File: src/hw/rtl/tcrh_pkg.sv
package tcrh_pkg;

  // Height format and derived ramp-position widths.
  localparam int HEIGHT_FRAC_BITS = 14;
  localparam int HEIGHT_W = 16;
  localparam int HEIGHT_ONE = 1 << HEIGHT_FRAC_BITS;
  localparam int POS_BITS = HEIGHT_FRAC_BITS + 1;
  localparam int Q_SR = (POS_BITS > 16) ? POS_BITS - 16 : 0;
  localparam int Q_SL = (POS_BITS < 16) ? 16 - POS_BITS : 0;
  localparam int P_W = (HEIGHT_FRAC_BITS + 2 > 17) ? HEIGHT_FRAC_BITS + 2 : 17;
  localparam int PC_W = HEIGHT_FRAC_BITS + 2;
  localparam int QW_W = PC_W + Q_SL;
  localparam int Q_W = 17;
  localparam int LAND_SL_P = (POS_BITS < 14) ? 14 - POS_BITS : 0;
  localparam int LAND_SL_T = (POS_BITS > 14) ? POS_BITS - 14 : 0;
  localparam int CMP_W = P_W + 16;

  // Shade path.
  localparam int SLOPE_W = HEIGHT_W + 2;
  localparam int SHADE_W = 15;
  localparam int GAIN_W = 16;
  localparam int GPROD_W = SLOPE_W + GAIN_W + 1;
  localparam int GAIN_SHIFT = HEIGHT_FRAC_BITS - 2;
  localparam logic [SHADE_W-1:0] SHADE_ONE = 15'd16384;

  // Color ramp path.
  localparam int NUM_STOPS = 9;
  localparam int NUM_SEGS = NUM_STOPS - 1;
  localparam int SEG_W = 3;
  localparam int STOP_IDX_W = 4;
  localparam int DIFF_W = 15;
  localparam int RECIP_W = 22;
  localparam int FQ_W = DIFF_W + RECIP_W - 16;
  localparam int FRAC_W = 17;
  localparam int COLOR_W = 16;
  localparam int BPROD_W = COLOR_W + 1 + FRAC_W + 1;
  localparam int PROD_W = COLOR_W + SHADE_W;
  localparam int CH_W = 8;
  localparam logic [FRAC_W-1:0] FRAC_ONE = 17'd65536;
  localparam logic [PROD_W-1:0] PROD_LIMIT = 31'd1073741824;

  // Configuration port.
  localparam int CFG_INDEX_W = 3;
  localparam int CFG_DATA_W = 16;

  typedef enum logic [CFG_INDEX_W-1:0] {
    REG_SHADE_BIAS     = 3'd0,
    REG_SHADE_GAIN     = 3'd1,
    REG_SHADE_MIN      = 3'd2,
    REG_SHADE_MAX      = 3'd3,
    REG_LAND_THRESHOLD = 3'd4
  } reg_index_t;

  localparam logic [SHADE_W-1:0] BIAS_RESET = 15'd13926;
  localparam logic [GAIN_W-1:0]  GAIN_RESET = 16'd16384;
  localparam logic [SHADE_W-1:0] MIN_RESET = 15'd9011;
  localparam logic [SHADE_W-1:0] MAX_RESET = 15'd19661;
  localparam logic [SHADE_W-1:0] THRESHOLD_RESET = 15'd7209;

  // Percent to Q1.16, rounded.
  function automatic logic [Q_W-1:0] pos16(input int unsigned pct);
    return Q_W'((pct * 65536 + 50) / 100);
  endfunction

  function automatic logic [COLOR_W-1:0] color16(input int unsigned pct);
    logic [Q_W-1:0] v;
    v = pos16(pct);
    return v[COLOR_W-1:0];
  endfunction

  localparam logic [Q_W-1:0] STOP_POS [NUM_STOPS] = '{
    pos16(0), pos16(34), pos16(44), pos16(47), pos16(52),
    pos16(66), pos16(80), pos16(90), pos16(100)
  };

  localparam longint unsigned SEG_SPAN [NUM_SEGS] = '{
    64'(STOP_POS[1] - STOP_POS[0]), 64'(STOP_POS[2] - STOP_POS[1]),
    64'(STOP_POS[3] - STOP_POS[2]), 64'(STOP_POS[4] - STOP_POS[3]),
    64'(STOP_POS[5] - STOP_POS[4]), 64'(STOP_POS[6] - STOP_POS[5]),
    64'(STOP_POS[7] - STOP_POS[6]), 64'(STOP_POS[8] - STOP_POS[7])
  };

  // Rounded 2^32 / span for each segment.
  localparam logic [RECIP_W-1:0] SEG_RECIP [NUM_SEGS] = '{
    RECIP_W'(((64'd1 << 32) + SEG_SPAN[0] / 2) / SEG_SPAN[0]),
    RECIP_W'(((64'd1 << 32) + SEG_SPAN[1] / 2) / SEG_SPAN[1]),
    RECIP_W'(((64'd1 << 32) + SEG_SPAN[2] / 2) / SEG_SPAN[2]),
    RECIP_W'(((64'd1 << 32) + SEG_SPAN[3] / 2) / SEG_SPAN[3]),
    RECIP_W'(((64'd1 << 32) + SEG_SPAN[4] / 2) / SEG_SPAN[4]),
    RECIP_W'(((64'd1 << 32) + SEG_SPAN[5] / 2) / SEG_SPAN[5]),
    RECIP_W'(((64'd1 << 32) + SEG_SPAN[6] / 2) / SEG_SPAN[6]),
    RECIP_W'(((64'd1 << 32) + SEG_SPAN[7] / 2) / SEG_SPAN[7])
  };

  localparam logic [COLOR_W-1:0] STOP_RGB [NUM_STOPS][3] = '{
    '{color16(4),  color16(10), color16(28)},
    '{color16(10), color16(32), color16(60)},
    '{color16(20), color16(52), color16(78)},
    '{color16(80), color16(74), color16(48)},
    '{color16(34), color16(62), color16(30)},
    '{color16(20), color16(46), color16(22)},
    '{color16(45), color16(40), color16(34)},
    '{color16(60), color16(58), color16(55)},
    '{color16(95), color16(96), color16(98)}
  };

  function automatic logic [COLOR_W-1:0] seg_base(input logic [SEG_W-1:0] seg,
                                                  input logic [1:0] ch);
    return STOP_RGB[{1'b0, seg}][ch];
  endfunction

  function automatic logic signed [COLOR_W:0] seg_delta(input logic [SEG_W-1:0] seg,
                                                       input logic [1:0] ch);
    logic [STOP_IDX_W-1:0] hi;
    hi = {1'b0, seg} + 4'd1;
    return $signed({1'b0, STOP_RGB[hi][ch]}) - $signed({1'b0, STOP_RGB[{1'b0, seg}][ch]});
  endfunction

  typedef struct packed {
    logic signed [HEIGHT_W-1:0] height_here;
    logic signed [HEIGHT_W-1:0] height_right;
    logic signed [HEIGHT_W-1:0] height_below;
  } pixel_in_t;

  typedef struct packed {
    logic [CH_W-1:0] red;
    logic [CH_W-1:0] green;
    logic [CH_W-1:0] blue;
  } pixel_out_t;

  typedef struct packed {
    logic [SHADE_W-1:0] shade_bias;
    logic [GAIN_W-1:0]  shade_gain;
    logic [SHADE_W-1:0] shade_min;
    logic [SHADE_W-1:0] shade_max;
  } shade_cfg_t;

  // Classified pixel handed from the front end to the back end.
  typedef struct packed {
    logic [SEG_W-1:0]          seg;
    logic [DIFF_W-1:0]         diff;
    logic                      land;
    logic signed [SLOPE_W-1:0] slope;
  } item_t;

  localparam int QUEUE_DEPTH = 2;
  localparam int QUEUE_PTR_W = (QUEUE_DEPTH > 1) ? $clog2(QUEUE_DEPTH) : 1;

endpackage

File: src/hw/rtl/tcrh_front.sv
module tcrh_front (
  input  logic                            clk,
  input  logic                            rst,
  input  logic                            in_valid,
  output logic                            in_ready,
  input  tcrh_pkg::pixel_in_t             in_data,
  input  logic [tcrh_pkg::SHADE_W-1:0]    land_threshold,
  output logic                            item_valid,
  input  logic                            item_ready,
  output tcrh_pkg::item_t                 item
);
  import tcrh_pkg::*;

  logic signed [P_W-1:0]   p;
  logic [PC_W-1:0]         pc;
  logic [QW_W-1:0]         qw;
  logic [Q_W-1:0]          q;
  logic [SEG_W-1:0]        seg;
  logic [Q_W-1:0]          diff_full;
  logic signed [CMP_W-1:0] land_lhs;
  logic signed [CMP_W-1:0] land_rhs;
  item_t                   item_next;

  always_comb begin
    p = P_W'(in_data.height_here) + P_W'(HEIGHT_ONE);
    if (p < 0) begin
      pc = '0;
    end else if (p > P_W'(2 * HEIGHT_ONE)) begin
      pc = PC_W'(2 * HEIGHT_ONE);
    end else begin
      pc = PC_W'(p);
    end
    qw = (QW_W'(pc) >> Q_SR) << Q_SL;
    q = qw[Q_W-1:0];

    // First stop at or above the position picks the segment; the last one catches the rest.
    seg = SEG_W'(NUM_SEGS - 1);
    for (int k = NUM_SEGS - 1; k >= 1; k--) begin
      if (q <= STOP_POS[k]) begin
        seg = SEG_W'(k - 1);
      end
    end
    diff_full = q - STOP_POS[{1'b0, seg}];

    // The land test uses the unclamped position.
    land_lhs = CMP_W'(p) <<< LAND_SL_P;
    land_rhs = $signed(CMP_W'(land_threshold)) <<< LAND_SL_T;

    item_next.seg = seg;
    item_next.diff = diff_full[DIFF_W-1:0];
    item_next.land = (land_lhs > land_rhs);
    item_next.slope = (SLOPE_W'(in_data.height_here) - SLOPE_W'(in_data.height_right)) +
                      (SLOPE_W'(in_data.height_here) - SLOPE_W'(in_data.height_below));
  end

  assign in_ready = !item_valid || item_ready;

  always_ff @(posedge clk) begin
    if (rst) begin
      item_valid <= 1'b0;
    end else if (in_ready) begin
      item_valid <= in_valid;
    end
  end

  always_ff @(posedge clk) begin
    if (in_valid && in_ready) begin
      item <= item_next;
    end
  end

endmodule

File: config.mk
export PLATFORM = sky130hd
export DESIGN_NAME = tcrh_front
export DESIGN_NICKNAME = d
export VERILOG_FILES = /design/src/hw/rtl/tcrh_pkg.sv /design/src/hw/rtl/tcrh_front.sv
export SDC_FILE = /design/constraint.sdc
export NUM_CORES = 1
export LEC_CHECK = 0
export BUFFER_PORTS_ARGS = -buffer_cell sky130_fd_sc_hd__buf_4
export CORE_MARGIN = 5
export CORE_UTILIZATION = 33
export CTS_BUF_LIST = sky130_fd_sc_hd__clkbuf_8
export DETAILED_ROUTE_END_ITERATION = 6
export SLEW_MARGIN = 15
export SYNTH_ARGS = -nofsm -noshare
export SYNTH_HDL_FRONTEND = slang
export SYNTH_SLANG_ARGS = --single-unit
File: constraint.sdc
create_clock -name clk -period 6.6 [get_ports clk]
set_input_delay 0.66 -clock clk [delete_from_list [all_inputs] [get_ports clk]]
set_output_delay 0.66 -clock clk [all_outputs]
set_load 0.05 [all_outputs]
==> impl_metrics.csv <==
group,metric,value,unit
synth,synth_top_area_share,26.34,%
die,die_area,0.01514,sq mm
synth,yosysSeqAreaShare,26.82,%
cells_and_area,layout.nets,693,
clock_network,cts_tree,"built",
worst_setup_path,critPathRequiredTime,6.66,ns
worst_setup_path,crit_path_start_kind,"input port",
grt,grt_pass1_wl,17.86,mm
worst_setup_path,path_cells,"buf_4 -> inv_1 -> ha_1 -> nor4b_1 -> nand4_1 -> o22ai_1 -> buf_4 -> nand2_1 -> o41ai_1 -> a221oi_1 -> o31ai_1 -> inv_1 -> ha_1 -> o21bai_1 -> ha_1 -> nand3_1 -> o31a_2 -> o21a_1 -> o31ai_1 -> nor4b_1 -> nand3b_1",
clock_network,post-cts-setup-buffers,0,
route,ant_nets,0,
run_status,status,"finished clean",
clock_network,clockBufferDepth,2,
placed_design,portBuffers,105,
worst_setup_path,path_max_fanout,11,
timing,final_max_slew_viol_count,0,
grt,grt_overflow,0,
synth,syn-cell-area,0.004218,sq mm
placed_design,dp.cells,717,
worst_setup_path,critPathArrivalTime,5.67,ns
cells_and_area,antenna_cells,0,
worst_setup_path,cp.depth,21,
worst_setup_path,critPathCapture,"item[32]$_DFFE_PP_",
clock_network,cts-hold-fix-buffers,0,
clock_network,clk_pin_slew,0.09,ns
route,drtIter0Drc,192,
route,drt_pass1_iterations,4,
grt,grt_pass1_vias,3706,
worst_setup_path,reg2reg_depth,2,
job,maxCapViolCount,0,
clock_network,post_cts_resized,0,
power_and_ir_drop,p_seq_share,29.2,%
synth,postSynthCellCount,446,
timing,fmax,0.1782,GHz
synth,avgSynthCellArea,9.457,sq um
clock_network,cts_buffers,5,
die,die_x,123.1,um
synth,synth_flop_cell,"edfxtp_1",
timing,finalCriticalPeriod,5.611,ns
clock_network,cts.sinks,38,
grt,grt_start_max_net_pins,38,
synth,synthTopCellsByArea,"edfxtp_1 (26%), ha_1 (17%), fa_1 (8.1%)",
synth,synth-warning-count,0,
worst_setup_path,crit_slowest_cell,"o31ai_1",
power_and_ir_drop,p_clk_share,13.2,%
die,io_pins,106,
power_and_ir_drop,internal_power,0.0006819,W
timing,hold_ws,0.5086,ns
timing,rsz0062_at_grt,"false",
synth,syn_nets,587,
timing,hold_violations,0,
route,avgViaCountPerCell,5.008,
power_and_ir_drop,power.leakage,2.452,nW
die,initial_core_util,33.56,%
placed_design,gp_congestion,0.9252,
clock_network,clock-root-buffer,"clkbuf_8",
worst_setup_path,crit_start,"in_data[47]",
timing,worst_slew_pin_slew,0.9180,ns
die,rows,41,
worst_setup_path,path_class,"in2reg",
timing,relSlewSlack,38.80,%
cells_and_area,area_growth,24.98,%
worst_setup_path,cp_top_family,"compound AO/OA/AOI/OAI gates",
timing,tns,0,ns
synth,ys_ff_latch,38,
power_and_ir_drop,ir_worst_vdd,67.32,uV
power_and_ir_drop,powerDensity,231.4,mW/mm^2
worst_setup_path,r2r-start,"item_valid$_SDFFE_PP0N_",
synth,synth_edf_count,37,
grt,antenna_found_initial,0,
worst_setup_path,cp_common_cell,"ha_1",
timing,finalSetupViolCount,0,
worst_setup_path,r2r_slack,5.03,ns
cells_and_area,fillCellCount,1261,
route,drcViolationCount,0,
power_and_ir_drop,p_switching,0.0005381,W
power_and_ir_drop,comb_power_share,57.7,%
placed_design,hpwl,9.328,mm
die,core-area,0.01257,sq mm
worst_setup_path,end_kind,"flop",
cells_and_area,instances_no_fill,725,
route,wl_per_cell,15.56,um
synth,yosysUniqueCellTypes,69,
synth,async_flop_share,0,%
worst_hold_path,hold_path.class,"in2reg",
clock_network,clk_latency,0.30,ns
power_and_ir_drop,switching_share,44.11,%
cells_and_area,post-route-util,41.94,%
worst_setup_path,cp_slowest_stage_delay,0.56,ns
die,fp.dieH,123.1,um
route,vias,3631,
grt,grt_usage,14.90,%
clock_network,htree_levels,2,
cells_and_area,drive_gt1_share,24.05,%
worst_setup_path,rr_endpoint,"item[9]$_DFFE_PP_",
timing,fin_skew,0.01161,ns
timing,timing.final.crit_share,85.02,%
route,wl,11.28,mm
worst_setup_path,path_buf_inv,4,
synth,synth_top_cell_by_area,"edfxtp_1",
cell type report:
type	count	area [sq um]	share of cell area (%)
clock buffers	5	68.82	1.305
clock inverters	3	13.76	0.2611
inverters	70	262.8	4.985
multi-input cells	331	2784	52.81
flip-flops and latches	38	1131	21.46
well taps	172	215.2	4.083
repair buffers	106	795.8	15.10
per-layer routing:
| metal | GRT usage (%) | part of all wire [%] | vias to the layer above | routed length, um |
|---|---|---|---|---|
| met2 | 25.69 | 47 | 109 | 5336 |
| met5 | 0 | 0 | - | 0 |
| li1 | - | - | 1806 | - |
| met4 | 5.260 | 2.2 | 0 | 243 |
| met3 | 2.608 | 6.3 | 20 | 716 |
| met1 | 18.75 | 44 | 1696 | 4982 |
flip-flops by register name, summed over array words and instances (netlist names):
signal	count
item	37
item_valid	1
how the worst min path moves through the flow:
stage / startpoint / to / slack [ns] / cells after the start
2_1_floorplan: rst / item_valid$_SDFFE_PP0N_ / 0.73 / 1
6_report: rst / item_valid$_SDFFE_PP0N_ / 0.51 / 2
3_5_place_dp: item_valid$_SDFFE_PP0N_ / item_valid$_SDFFE_PP0N_ / 0.52 / 2
5_1_grt: rst / item_valid$_SDFFE_PP0N_ / 0.50 / 2
4_1_cts: rst / item_valid$_SDFFE_PP0N_ / 0.49 / 2
3_3_place_gp: item_valid$_SDFFE_PP0N_ / item_valid$_SDFFE_PP0N_ / 0.50 / 2
per-stage QoR:
step | cell area, sq um | setup slack [ns] | total power (W)
floorplan | 4218 | 1.361 | 0.0008703
global placement | 5189 | 1.055 | 0.001055
detailed placement | 5189 | 0.7392 | 0.001068
CTS | 5271 | 1.074 | 0.001236
global route | 5271 | 0.5135 | 0.001301
finish | 5271 | 0.9888 | 0.001220
power groups by stage:
| stage | Sequential (W) | Combinational (W) | Clock, W |
|---|---|---|---|
| 2_1_floorplan | 0.000532 | 0.000338 | 0 |
| 3_3_place_gp | 0.000361 | 0.000694 | 0 |
| 3_5_place_dp | 0.000362 | 0.000705 | 0 |
| 4_1_cts | 0.000358 | 0.000708 | 0.000171 |
| 5_1_grt | 0.000361 | 0.000762 | 0.000177 |
| 6_report | 0.000356 | 0.000704 | 0.000161 |
synthesized netlist by cell type (2+ instances only):
cell,number
nand4_1,6
and3_1,2
clkbuf_1,3
xnor2_1,20
nand3b_1,2
a221oi_1,2
nand3_1,10
and2_1,13
a21oi_1,30
buf_1,2
o21a_1,13
nor4b_1,2
nor2b_1,3
o21bai_1,6
fa_1,17
nor3_1,8
or4_1,2
inv_1,70
a211o_1,2
a211oi_1,3
o21ai_0,20
o211ai_1,3
edfxtp_1,37
nor2_1,22
nand2b_1,4
o31ai_1,5
mux2i_1,4
xor2_1,8
ha_1,57
or3_1,3
or2_2,2
nand2_1,18
buf_6,2
a31oi_1,2
a21o_1,9
cells in the final DEF (no fill, tap or decap), types with 3 or more instances in the layout:
master | Yosys | routed
nand2b_1 | 4 | 4
nand2_1 | 18 | 18
o31ai_1 | 5 | 5
nor2_1 | 22 | 22
edfxtp_1 | 37 | 37
ha_1 | 57 | 57
inv_1 | 70 | 71
a21o_1 | 9 | 9
o21bai_1 | 6 | 6
and2_1 | 13 | 12
mux2i_1 | 4 | 4
a211oi_1 | 3 | 3
xnor2_1 | 20 | 20
nor2b_1 | 3 | 3
o211ai_1 | 3 | 3
nor3_1 | 8 | 8
clkbuf_8 | 0 | 5
buf_4 | 0 | 106
or3_1 | 3 | 3
nand3_1 | 10 | 10
nand4_1 | 6 | 6
o21ai_0 | 20 | 20
xor2_1 | 8 | 8
fa_1 | 17 | 17
o21a_1 | 13 | 13
a21oi_1 | 30 | 30
logic make-up after synthesis:
logic type | share of synthesized area [%]
AO/OA/AOI/OAI | 20.02
AND/OR/NAND/NOR | 13.65
buffers and inverters | 7.209
adder cells (fa/ha/maj) | 25.54
flip-flops | 26.82
XOR/XNOR | 5.814
multiplexers | 0.9493
Note: power is estimated with default switching activity, not from simulation.
