**src/hw/rtl/tcrh_pkg.sv**
```systemverilog
package tcrh_pkg;

  // Height format and derived ramp-position widths.
  localparam int HEIGHT_FRAC_BITS = 14;
  localparam int HEIGHT_W = 16;
  localparam int HEIGHT_ONE = 1 << HEIGHT_FRAC_BITS;
  localparam int POS_BITS = HEIGHT_FRAC_BITS + 1;
  localparam int Q_SR = (POS_BITS > 16) ? POS_BITS - 16 : 0;
  localparam int Q_SL = (POS_BITS < 16) ? 16 - POS_BITS : 0;
  localparam int P_W = (HEIGHT_FRAC_BITS + 2 > 17) ? HEIGHT_FRAC_BITS + 2 : 17;
  localparam int PC_W = HEIGHT_FRAC_BITS + 2;
  localparam int QW_W = PC_W + Q_SL;
  localparam int Q_W = 17;
  localparam int LAND_SL_P = (POS_BITS < 14) ? 14 - POS_BITS : 0;
  localparam int LAND_SL_T = (POS_BITS > 14) ? POS_BITS - 14 : 0;
  localparam int CMP_W = P_W + 16;

  // Shade path.
  localparam int SLOPE_W = HEIGHT_W + 2;
  localparam int SHADE_W = 15;
  localparam int GAIN_W = 16;
  localparam int GPROD_W = SLOPE_W + GAIN_W + 1;
  localparam int GAIN_SHIFT = HEIGHT_FRAC_BITS - 2;
  localparam logic [SHADE_W-1:0] SHADE_ONE = 15'd16384;

  // Color ramp path.
  localparam int NUM_STOPS = 9;
  localparam int NUM_SEGS = NUM_STOPS - 1;
  localparam int SEG_W = 3;
  localparam int STOP_IDX_W = 4;
  localparam int DIFF_W = 15;
  localparam int RECIP_W = 22;
  localparam int FQ_W = DIFF_W + RECIP_W - 16;
  localparam int FRAC_W = 17;
  localparam int COLOR_W = 16;
  localparam int BPROD_W = COLOR_W + 1 + FRAC_W + 1;
  localparam int PROD_W = COLOR_W + SHADE_W;
  localparam int CH_W = 8;
  localparam logic [FRAC_W-1:0] FRAC_ONE = 17'd65536;
  localparam logic [PROD_W-1:0] PROD_LIMIT = 31'd1073741824;

  // Configuration port.
  localparam int CFG_INDEX_W = 3;
  localparam int CFG_DATA_W = 16;

  typedef enum logic [CFG_INDEX_W-1:0] {
    REG_SHADE_BIAS     = 3'd0,
    REG_SHADE_GAIN     = 3'd1,
    REG_SHADE_MIN      = 3'd2,
    REG_SHADE_MAX      = 3'd3,
    REG_LAND_THRESHOLD = 3'd4
  } reg_index_t;

  localparam logic [SHADE_W-1:0] BIAS_RESET = 15'd13926;
  localparam logic [GAIN_W-1:0]  GAIN_RESET = 16'd16384;
  localparam logic [SHADE_W-1:0] MIN_RESET = 15'd9011;
  localparam logic [SHADE_W-1:0] MAX_RESET = 15'd19661;
  localparam logic [SHADE_W-1:0] THRESHOLD_RESET = 15'd7209;

  // Percent to Q1.16, rounded.
  function automatic logic [Q_W-1:0] pos16(input int unsigned pct);
    return Q_W'((pct * 65536 + 50) / 100);
  endfunction

  function automatic logic [COLOR_W-1:0] color16(input int unsigned pct);
    logic [Q_W-1:0] v;
    v = pos16(pct);
    return v[COLOR_W-1:0];
  endfunction

  localparam logic [Q_W-1:0] STOP_POS [NUM_STOPS] = '{
    pos16(0), pos16(34), pos16(44), pos16(47), pos16(52),
    pos16(66), pos16(80), pos16(90), pos16(100)
  };

  localparam longint unsigned SEG_SPAN [NUM_SEGS] = '{
    64'(STOP_POS[1] - STOP_POS[0]), 64'(STOP_POS[2] - STOP_POS[1]),
    64'(STOP_POS[3] - STOP_POS[2]), 64'(STOP_POS[4] - STOP_POS[3]),
    64'(STOP_POS[5] - STOP_POS[4]), 64'(STOP_POS[6] - STOP_POS[5]),
    64'(STOP_POS[7] - STOP_POS[6]), 64'(STOP_POS[8] - STOP_POS[7])
  };

  // Rounded 2^32 / span for each segment.
  localparam logic [RECIP_W-1:0] SEG_RECIP [NUM_SEGS] = '{
    RECIP_W'(((64'd1 << 32) + SEG_SPAN[0] / 2) / SEG_SPAN[0]),
    RECIP_W'(((64'd1 << 32) + SEG_SPAN[1] / 2) / SEG_SPAN[1]),
    RECIP_W'(((64'd1 << 32) + SEG_SPAN[2] / 2) / SEG_SPAN[2]),
    RECIP_W'(((64'd1 << 32) + SEG_SPAN[3] / 2) / SEG_SPAN[3]),
    RECIP_W'(((64'd1 << 32) + SEG_SPAN[4] / 2) / SEG_SPAN[4]),
    RECIP_W'(((64'd1 << 32) + SEG_SPAN[5] / 2) / SEG_SPAN[5]),
    RECIP_W'(((64'd1 << 32) + SEG_SPAN[6] / 2) / SEG_SPAN[6]),
    RECIP_W'(((64'd1 << 32) + SEG_SPAN[7] / 2) / SEG_SPAN[7])
  };

  localparam logic [COLOR_W-1:0] STOP_RGB [NUM_STOPS][3] = '{
    '{color16(4),  color16(10), color16(28)},
    '{color16(10), color16(32), color16(60)},
    '{color16(20), color16(52), color16(78)},
    '{color16(80), color16(74), color16(48)},
    '{color16(34), color16(62), color16(30)},
    '{color16(20), color16(46), color16(22)},
    '{color16(45), color16(40), color16(34)},
    '{color16(60), color16(58), color16(55)},
    '{color16(95), color16(96), color16(98)}
  };

  function automatic logic [COLOR_W-1:0] seg_base(input logic [SEG_W-1:0] seg,
                                                  input logic [1:0] ch);
    return STOP_RGB[{1'b0, seg}][ch];
  endfunction

  function automatic logic signed [COLOR_W:0] seg_delta(input logic [SEG_W-1:0] seg,
                                                       input logic [1:0] ch);
    logic [STOP_IDX_W-1:0] hi;
    hi = {1'b0, seg} + 4'd1;
    return $signed({1'b0, STOP_RGB[hi][ch]}) - $signed({1'b0, STOP_RGB[{1'b0, seg}][ch]});
  endfunction

  typedef struct packed {
    logic signed [HEIGHT_W-1:0] height_here;
    logic signed [HEIGHT_W-1:0] height_right;
    logic signed [HEIGHT_W-1:0] height_below;
  } pixel_in_t;

  typedef struct packed {
    logic [CH_W-1:0] red;
    logic [CH_W-1:0] green;
    logic [CH_W-1:0] blue;
  } pixel_out_t;

  typedef struct packed {
    logic [SHADE_W-1:0] shade_bias;
    logic [GAIN_W-1:0]  shade_gain;
    logic [SHADE_W-1:0] shade_min;
    logic [SHADE_W-1:0] shade_max;
  } shade_cfg_t;

  // Classified pixel handed from the front end to the back end.
  typedef struct packed {
    logic [SEG_W-1:0]          seg;
    logic [DIFF_W-1:0]         diff;
    logic                      land;
    logic signed [SLOPE_W-1:0] slope;
  } item_t;

  localparam int QUEUE_DEPTH = 2;
  localparam int QUEUE_PTR_W = (QUEUE_DEPTH > 1) ? $clog2(QUEUE_DEPTH) : 1;

endpackage

```
**src/hw/rtl/tcrh_queue.sv**
```systemverilog
module tcrh_queue (
  input  logic            clk,
  input  logic            rst,
  input  logic            in_valid,
  output logic            in_ready,
  input  tcrh_pkg::item_t in_item,
  output logic            out_valid,
  input  logic            out_ready,
  output tcrh_pkg::item_t out_item
);
  import tcrh_pkg::*;

  item_t                  slots [QUEUE_DEPTH];
  logic [QUEUE_PTR_W-1:0] wr_ptr;
  logic [QUEUE_PTR_W-1:0] rd_ptr;
  logic [QUEUE_PTR_W:0]   count;
  logic                   push;
  logic                   pop;

  assign in_ready = (count != (QUEUE_PTR_W + 1)'(QUEUE_DEPTH));
  assign out_valid = (count != '0);
  assign out_item = slots[rd_ptr];
  assign push = in_valid && in_ready;
  assign pop = out_valid && out_ready;

  always_ff @(posedge clk) begin
    if (rst) begin
      wr_ptr <= '0;
      rd_ptr <= '0;
      count <= '0;
    end else begin
      if (push) begin
        wr_ptr <= (wr_ptr == QUEUE_PTR_W'(QUEUE_DEPTH - 1)) ? '0 : wr_ptr + 1'b1;
      end
      if (pop) begin
        rd_ptr <= (rd_ptr == QUEUE_PTR_W'(QUEUE_DEPTH - 1)) ? '0 : rd_ptr + 1'b1;
      end
      if (push && !pop) begin
        count <= count + 1'b1;
      end else if (pop && !push) begin
        count <= count - 1'b1;
      end
    end
  end

  always_ff @(posedge clk) begin
    if (push) begin
      slots[wr_ptr] <= in_item;
    end
  end

endmodule

```
**config.mk**
```make
export PLATFORM = sky130hd
export DESIGN_NAME = tcrh_queue
export DESIGN_NICKNAME = d
export VERILOG_FILES = /design/src/hw/rtl/tcrh_pkg.sv /design/src/hw/rtl/tcrh_queue.sv
export SDC_FILE = /design/constraint.sdc
export NUM_CORES = 1
export LEC_CHECK = 0
export BUFFER_PORTS_ARGS = -buffer_cell sky130_fd_sc_hd__buf_2
export CORE_ASPECT_RATIO = 1.2
export CORE_MARGIN = 2
export CORE_UTILIZATION = 45
export CTS_CLUSTER_DIAMETER = 150
export DETAILED_ROUTE_END_ITERATION = 8
export HOLD_SLACK_MARGIN = 0.15
export PLACE_DENSITY = 0.73
export SYNTH_ARGS = -nofsm -noshare
export SYNTH_HDL_FRONTEND = slang
export SYNTH_SLANG_ARGS = --single-unit
```
**constraint.sdc**
```tcl
create_clock -name clk -period 4.8 [get_ports clk]
set_input_delay 0.24 -clock clk [delete_from_list [all_inputs] [get_ports clk]]
set_output_delay 0.24 -clock clk [all_outputs]
set_load 0.02 [all_outputs]
```
==> impl_results.md, run 1 <==
* VDD IR max at 0.313 mV
* FF+latch count, synth at 79
* Post-synth EDFFs at 74
* CTS tree: yes
* Required time of the critical path at 4560 ps
* Core area at 0.00633 mm^2
* CTS Buf Count at 9
* PwrDens at 492 mW/mm^2
* Worst path max stage delay at 890 ps
* Largest net degree at the start of global routing at 38
* First-pass GRT wire length at 7780 um
* YS warnings at 0
* Post-synthesis sequential area ratio at 80.4%
* Crit path setup slack, layout at 2740 ps
* Initial Utilization at 45.7%
* Post-Route WL at 4920 um
* RePlAce Congestion at 0.676
* Max Fclk at 0.485 GHz
* Post-synth ARST share at 0%
* Final Hold Violating Endpoints at 0
* Max_cap viols at 0
* Final ANT Viol Nets at 0
* Setup TNS at 0 ps
* Yosys top cell area share at 76.9%
* NumNets Final at 306
* Clk pwr share at 25.8%
* Skew-Pair Late Insertion Delay at 340 ps
* Crit share post-route at 43.0%
* Internal at 0.00138 W
* Netlist cell types at 18
* Die height at 91.8 um
* Diode count at 0
* Post-Syn Instances at 139
* Cell family with most CP delay: flip-flops
* CTS clk-pin slew, worst paths at 70 ps
* PortBufs at 79
* Run status: complete, no violations
* Share of total power in sequential cells at 47.7%
* Worst slack at placement at 2970 ps
* I/O Pins at 80
* DRC errors left at 0
* LEAKAGE at 1.51 nW
* Final Critical Period at 2060 ps
* Overall routing resource usage at 14.9%
* Slowest stage cell, crit path: dfxtp_2
* Yosys top cell by area: edfxtp_1
* Drt pass-1 iters at 4
* Worst Path Buf+Inv at 1
* Syn Area/Cell at 20.8 um^2
* Hold WC Path Type: in -> reg
* Clock sink count at 79
* Clock skew at 9.13 ps
* Vias per Instance at 4.65
* Number of cell rows at 32
* Max Root-Sink Buffers at 2
* H-tree depth at 3
* Critical Path Source Type: register
* Slew @ Worst Pin at 858 ps
* Initial antenna violation count at 0
* Die X at 77.1 um
* Top_reg_cell synth: edfxtp_1
* Count leader, synth: edfxtp_1
* Comb pwr share at 26.5%
* DIE AREA at 0.00708 mm^2
* Slew HR at 42.8%
* Synth cell count leaders: edfxtp_1 (74), mux2_2 (37), dfxtp_1 (5)
* DRT iter0 DRCs at 78
* Synth Net Count at 181
* Vias post-DR at 1,642
* Cell Area, Synth at 0.00289 mm^2
* Detail Placement HPWL at 3070 um
* Pins over their slew limit at 0
* Largest fanout on the critical path at 37
* RSZ-0062 raised after global routing: false
* Overflow after GRT at 0
* Crit-path cells: mux2_2, buf_2
* WP data arrival at 1820 ps
* Sw frac at 29.0%
* Root buffer cell: clkbuf_8
* Ratio of cells with drive above 1 in the final layout at 50.0%
* P&R area growth vs syn at 36.9%
* Net Sw Power at 0.000565 W
* Critical Path Sink Type: primary output
* Drt wl/cell at 13.9 um
* Vias in the first global route at 1,738
* Final Setup Violations at 0
* Crit path kind: reg -> out
* Synth top area cells: edfxtp_1 (77%), mux2_2 (14%), dfxtp_1 (3.5%), xor2_1 (0.91%), buf_4 (0.78%)
power groups by stage:
stage | sequential (W) | clock, W | combinational, W
after floorplan | 0.000897 | 0 | 0.000390
after global placement | 0.000943 | 0 | 0.000493
final | 0.000928 | 0.000503 | 0.000516
after global routing | 0.000945 | 0.000538 | 0.000553
after detailed placement | 0.000947 | 0 | 0.000496
after CTS | 0.000932 | 0.000518 | 0.000523
per-stage QoR:
| step | hold slack [ps] | cell area [um^2] | std cells | util, % | total power, W |
|---|---|---|---|---|---|
| after detailed placement | 432 | 3370 | 300 | 53.3 | 0.00144 |
| after CTS | 196 | 3960 | 353 | 62.5 | 0.00197 |
| after floorplan | 309 | 2890 | 139 | - | 0.00129 |
| after global routing | 231 | 3960 | 353 | 62.5 | 0.00204 |
| final | 220 | 3960 | 353 | 62.5 | 0.00195 |
| after global placement | 429 | 3370 | 300 | 53.3 | 0.00144 |
what timing repair did:
item                      4_1_cts  5_1_grt
buffers inserted                0        0
hold buffers                   38        0
hold endpoints to repair       79        0
resized for setup               0        0
final timing paths:
kind / slack (ps) / depth (start not counted) / endpoint / start
setup reg to reg: 3010 / 4 / slots[0][17] / count[0]
hold reg to reg: 510 / 2 / register / rd_ptr
hold / removal: 220 / 3 / wr_ptr / in_valid
setup / recovery: 2740 / 2 / out_item[12] / register
state kept, by name (all words and copies together) (netlist names), named ones only:
signal	flops
wr_ptr	1
count	2
slots	74
rd_ptr	1
tightest hold or removal path, cell delays in order:
cell	delay (ps)
buf_2	120
nand3b_1	90
a21oi_1	70
per-layer routing:
layer	up-vias	global-route usage (%)	routed length (um)
met3	14	5.71	295
li1	792	-	-
met5	-	0	0
met2	50	25.0	2530
met4	0	8.93	157
met1	786	15.8	1940
area by class of cell:
class                      instances  area [um^2]
clock buffer                      10          128
tap                               85          106
sequential                        79         2320
timing repair buffer             118          783
fill                             514         2370
multi-input combinational         55          537
inverter                           1         3.75
clock inverter                     5         73.8
cell usage in the layout, fill, tap and decap left out, types with 2 or more instances in the layout:
cell type | synthesis | final
mux2_2 | 37 | 37
xor2_1 | 3 | 3
buf_2 | 1 | 79
nor2_1 | 3 | 3
a21oi_1 | 2 | 2
edfxtp_1 | 74 | 74
o21ai_0 | 2 | 2
dlygate4sd3_1 | 0 | 38
dfxtp_1 | 5 | 4
clkbuf_8 | 0 | 9
clkinv_2 | 0 | 2
bufinv_16 | 0 | 2
logic make-up after synthesis:
group,Yosys count,share of synthesized area (%)
DFF,79,80.4
muxes,37,14.4
and+or+nand+nor,9,1.73
AOI/OAI and AO/OA,5,1.04
buffers and inverters,5,1.08
xor gates and xnor gates,3,0.910
adders and majority gates,1,0.433
No activity file was read; power rests on OpenSTA's default activity.
==> run 2, diff against run 1 <==
==> constraint.sdc (replaced) <==
create_clock -name clk -period 1.9 [get_ports clk]
set_input_delay 0.095 -clock clk [delete_from_list [all_inputs] [get_ports clk]]
set_output_delay 0.095 -clock clk [all_outputs]
set_load 0.02 [all_outputs]
==> impl_results.md, run 2 (synthesis results as in run 1) <==
* Largest net degree at the start of global routing at 38
* I/O Pins at 80
* Max Fclk at 0.615 GHz
* Most frequent cells in the layout: buf_2 (79), edfxtp_1 (74), dlygate4sd3_1 (39), mux2_2 (37), clkbuf_8 (11)
* Post-Route WL at 5060 um
* Most common cell after layout, fill and taps aside: buf_2
* Run status: complete, no violations
* Crit share post-route at 85.6%
* Initial Utilization at 45.7%
* Die X at 77.1 um
* Worst reg2reg setup slack at 270 ps
* CTS clk-pin slew, worst paths at 70 ps
* Hold WC Path Type: in -> reg
* LEAKAGE at 1.53 nW
* Die height at 91.8 um
* Min-Delay Path Depth at 4
* CTS Buf Count at 9
* PortBufs at 79
* Detail Placement HPWL at 3000 um
* Drt wl/cell at 14.1 um
* Diode count at 0
* Critical Path Sink Type: register
* Vias per Instance at 4.65
* P&R area growth vs syn at 38.9%
* Worst path max stage delay at 350 ps
* Max reg flops at 74
* Overall routing resource usage at 15.2%
* Hold path startpoint: out_ready
* H-tree depth at 3
* DRC errors left at 0
* Fin cells at 358
* WHS Endpoint: rd_ptr
* VDD IR max at 0.747 mV
* Storage element area at 0.00232 mm^2
* Root buffer cell: clkbuf_8
* Ratio of cells with drive above 1 in the final layout at 50.9%
* Required time of the critical path at 2180 ps
* Final Setup Violations at 0
* Hold_ws at 171 ps
* First-pass GRT wire length at 7980 um
* Vias post-DR at 1,665
* Setup TNS at 0 ps
* Worst setup startpoint: count[0]
* Vias in the first global route at 1,751
* DIE AREA at 0.00708 mm^2
* Drt pass-1 iters at 4
* Largest fanout on the critical path at 5
* Slowest stage cell, crit path: dfxtp_1
* Overflow after GRT at 0
* Crit-path cells: nand2b_1, and2_1, ha_1, or3_1, a21oi_1
* RePlAce Congestion at 0.681
* Area of the multi-input gates at 537 um^2
* Clock skew at 8.37 ps
* Reg-to-reg endpoint: count[1]
* Largest Register: slots
* Fill cells at 517
* CTS tree: yes
* DRT iter0 DRCs at 61
* Final ANT Viol Nets at 0
* Cells after DPL at 303
* Clock sink count at 79
* Final Hold Violating Endpoints at 0
* Core area at 0.00633 mm^2
* Initial antenna violation count at 0
* Number of cell rows at 32
* Crit path kind: reg -> reg
* Top Registers: slots x74, count x2
* Max Root-Sink Buffers at 2
* PwrDens at 1230 mW/mm^2
* Max_cap viols at 0
* Setup Buffers After CTS at 0
* Slew HR at 79.7%
* RSZ-0062 raised after global routing: false
* Slew @ Worst Pin at 304 ps
* Worst r2r path cells at 5
* Reg2reg start: count[0]
* Skew-Pair Late Insertion Delay at 340 ps
* Pins over their slew limit at 0
* NumNets Final at 310
* Critical Path Source Type: register
* Final Critical Period at 1630 ps
* WP data arrival at 1900 ps
run 2: cell types whose count changed in the layout (fill, tap and decap cells not counted):
cell,previous run,this run
inv_1,1,0
buf_12,0,2
clkbuf_8,9,11
buf_4,1,2
dlygate4sd3_1,38,39
clkinvlp_4,0,1
bufinv_16,2,1
run 2: final cells by class:
cell class / count / share of cell area, %
repair buffers: 122 / 20.9
well taps: 85 / 2.65
clock inverters: 4 / 1.09
clock buffers: 12 / 3.87
multi-input cells: 55 / 13.4
flip-flops and latches: 79 / 57.9
inverters: 1 / 0.187
run 2: power by group:
| part | leakage, nW | internal, W | switching, W |
|---|---|---|---|
| logic | 0.690 | 0.000634 | 0.000827 |
| registers | 0.733 | 0.00218 | 0.0000649 |
| clock network | 0.104 | 0.000670 | 0.000545 |
run 2: layer usage:
layer | track usage (%) | vias up | share of wire (%)
met5 | 0 | - | 0
met2 | 26.7 | 46 | 55
met1 | 16.0 | 806 | 39
met4 | 10.1 | 0 | 2.9
met3 | 3.74 | 13 | 3.1
li1 | - | 800 | -
run 2: critical path, delay by kind of cell (launching register included):
kind | cells | cell delay, ps
adders and majority gates | 1 | 320
DFF | 1 | 350
and+or+nand+nor | 3 | 760
AOI/OAI and AO/OA | 1 | 130
run 2: how the worst max path moves through the flow:
stage	slack, ps	depth (start not counted)	to
2_1_floorplan	160	3	slots[0][0]
3_3_place_gp	350	5	count[1]
3_5_place_dp	280	5	count[1]
4_1_cts	260	5	count[1]
5_1_grt	180	5	count[1]
6_report	270	5	count[1]
run 2: what timing repair did:
action,in CTS,in global routing
resized for setup,0,0
hold buffers,39,0
hold endpoints to repair,79,0
run 2: metrics by stage:
step | setup WS, ps | instance area [um^2] | power (W) | utilization [%]
floorplan | 164 | 2890 | 0.00325 | -
global placement | 348 | 3420 | 0.00367 | 54.1
detailed placement | 281 | 3420 | 0.00369 | 54.1
CTS | 258 | 4010 | 0.00497 | 63.4
global route | 184 | 4010 | 0.00515 | 63.4
finish | 274 | 4010 | 0.00492 | 63.4
==> run 3, diff against run 2 <==
--- a/config.mk
+++ b/config.mk
@@ -13,6 +13,7 @@
 export DETAILED_ROUTE_END_ITERATION = 8
 export HOLD_SLACK_MARGIN = 0.15
 export PLACE_DENSITY = 0.73
+export REMOVE_ABC_BUFFERS = 1
 export SYNTH_ARGS = -nofsm -noshare
 export SYNTH_HDL_FRONTEND = slang
 export SYNTH_SLANG_ARGS = --single-unit
==> constraint.sdc (replaced) <==
create_clock -name clk -period 2.1 [get_ports clk]
set_input_delay 0.105 -clock clk [delete_from_list [all_inputs] [get_ports clk]]
set_output_delay 0.105 -clock clk [all_outputs]
set_load 0.02 [all_outputs]
==> impl_results.md, run 3 (synthesis results as in run 1) <==
* Run status: complete, no violations
* Largest Register: slots
* Slew HR at 73.9%
* Die height at 91.8 um
* Finished Cell Area at 0.00400 mm^2
* Clock skew at 5.76 ps
* Critical Path Sink Type: primary output
* Met3 Track Usage GR at 4.72%
* Detail Placement HPWL at 3180 um
* DRT iter0 DRCs at 86
* CTS clk-pin slew, worst paths at 70 ps
* Required time of the critical path at 2000 ps
* Clock sink count at 79
* Global routing's busiest layer: met2
* Post-Route WL at 5180 um
* Final Setup Violations at 0
* WP data arrival at 1670 ps
* Worst slack at placement at 481 ps
* Routing usage on met1 at 15.2%
* Crit path kind: reg -> out
* Vias per Instance at 4.64
* Final Hold Violating Endpoints at 0
* Cells after DPL at 304
* Max reg flops at 74
* Largest fanout on the critical path at 23
* Initial antenna violation count at 0
* Number of cell rows at 32
* Reg2reg start: count[0]
* GR Layer Usage met2 at 28.0%
* PwrDens at 1110 mW/mm^2
* Worst reg2reg setup slack at 440 ps
* Skew-Pair Late Insertion Delay at 330 ps
* RePlAce Congestion at 0.743
* Critical Path Source Type: register
* Final ANT Viol Nets at 0
* LEAKAGE at 1.53 nW
* Vias in the first global route at 1,752
* Die X at 77.1 um
* Most frequent cells in the layout: buf_2 (79), edfxtp_1 (74), dlygate4sd3_1 (39), mux2_2 (37), clkbuf_8 (10)
* P&R area growth vs syn at 38.4%
* Max_cap viols at 0
* PortBufs at 79
* Drt pass-1 iters at 4
* DIE AREA at 0.00708 mm^2
* CTS Buf Count at 9
* Worst r2r path cells at 5
* Diode count at 0
* Critical Path End: out_item[31]
* Crit path setup slack, layout at 329 ps
* Most common cell after layout, fill and taps aside: buf_2
* Crit share post-route at 84.4%
* Core area at 0.00633 mm^2
* VDD IR max at 0.646 mV
* Ratio of cells with drive above 1 in the final layout at 50.4%
* Slew @ Worst Pin at 392 ps
* Hold_ws at 215 ps
* Largest net degree at the start of global routing at 24
* Overflow after GRT at 0
* Max Fclk at 0.565 GHz
* H-tree depth at 3
* Fin cells at 359
* Root buffer cell: clkbuf_8
* NumNets Final at 311
* Vias post-DR at 1,665
* Max Root-Sink Buffers at 2
* First-pass GRT wire length at 7990 um
* DRC errors left at 0
* Pins over their slew limit at 0
* Initial Utilization at 45.7%
* Overall routing resource usage at 15.2%
* Hold WC Path Type: in -> reg
* Drt wl/cell at 14.4 um
* CTS tree: yes
* DP Area at 0.00342 mm^2
* Setup Buffers After CTS at 0
* Top Registers: slots x74, count x2
* Reg-to-reg endpoint: count[1]
* Setup TNS at 0 ps
* RSZ-0062 raised after global routing: false
* Final Critical Period at 1770 ps
* I/O Pins at 80
[run 3: worst min path at each step]
stage	startpoint	end	slack (ps)	cells after the start
final	out_ready	rd_ptr	210	4
after CTS	out_ready	rd_ptr	190	4
after detailed placement	in_item[14]	slots[1][14]	300	1
after global placement	in_item[26]	slots[1][26]	290	1
after floorplan	rst	count[1]	170	1
after global routing	out_ready	rd_ptr	260	4
[run 3: layout make-up]
class	instances	area, um^2
fill	487	2330
sequential	79	2320
timing repair buffer	123	836
multi-input combinational	55	537
clock buffer	12	145
tap	85	106
clock inverter	4	46.3
inverter	1	3.75
[run 3: per-stage QoR]
stage | power [W] | util, %
floorplan | 0.00291 | -
global placement | 0.00332 | 54.0
detailed placement | 0.00335 | 54.0
CTS | 0.00448 | 63.2
global route | 0.00463 | 63.2
finish | 0.00442 | 63.2
[run 3: timing repair]
| action | 4_1_cts | 5_1_grt |
|---|---|---|
| gates resized for setup | 0 | 0 |
| hold endpoints to repair | 79 | 0 |
| hold buffers | 39 | 0 |
[run 3: critical path, stage by stage (launching register included)]
cell,delay [ps]
dfxtp_2,570
buf_12,230
mux2_2,360
buf_2,160
[run 3: power by group]
part	total [W]	switching (W)	internal, W	leakage [nW]
logic	0.00129	0.000719	0.000574	0.699
clock network	0.00106	0.000484	0.000577	0.0940
registers	0.00207	0.000100	0.00197	0.733
[run 3: layer usage]
layer / up-vias / wire length (um)
met2: 50 / 2900
met1: 811 / 1950
li1: 798 / -
met5: - / 0
met4: 0 / 66
met3: 6 / 260
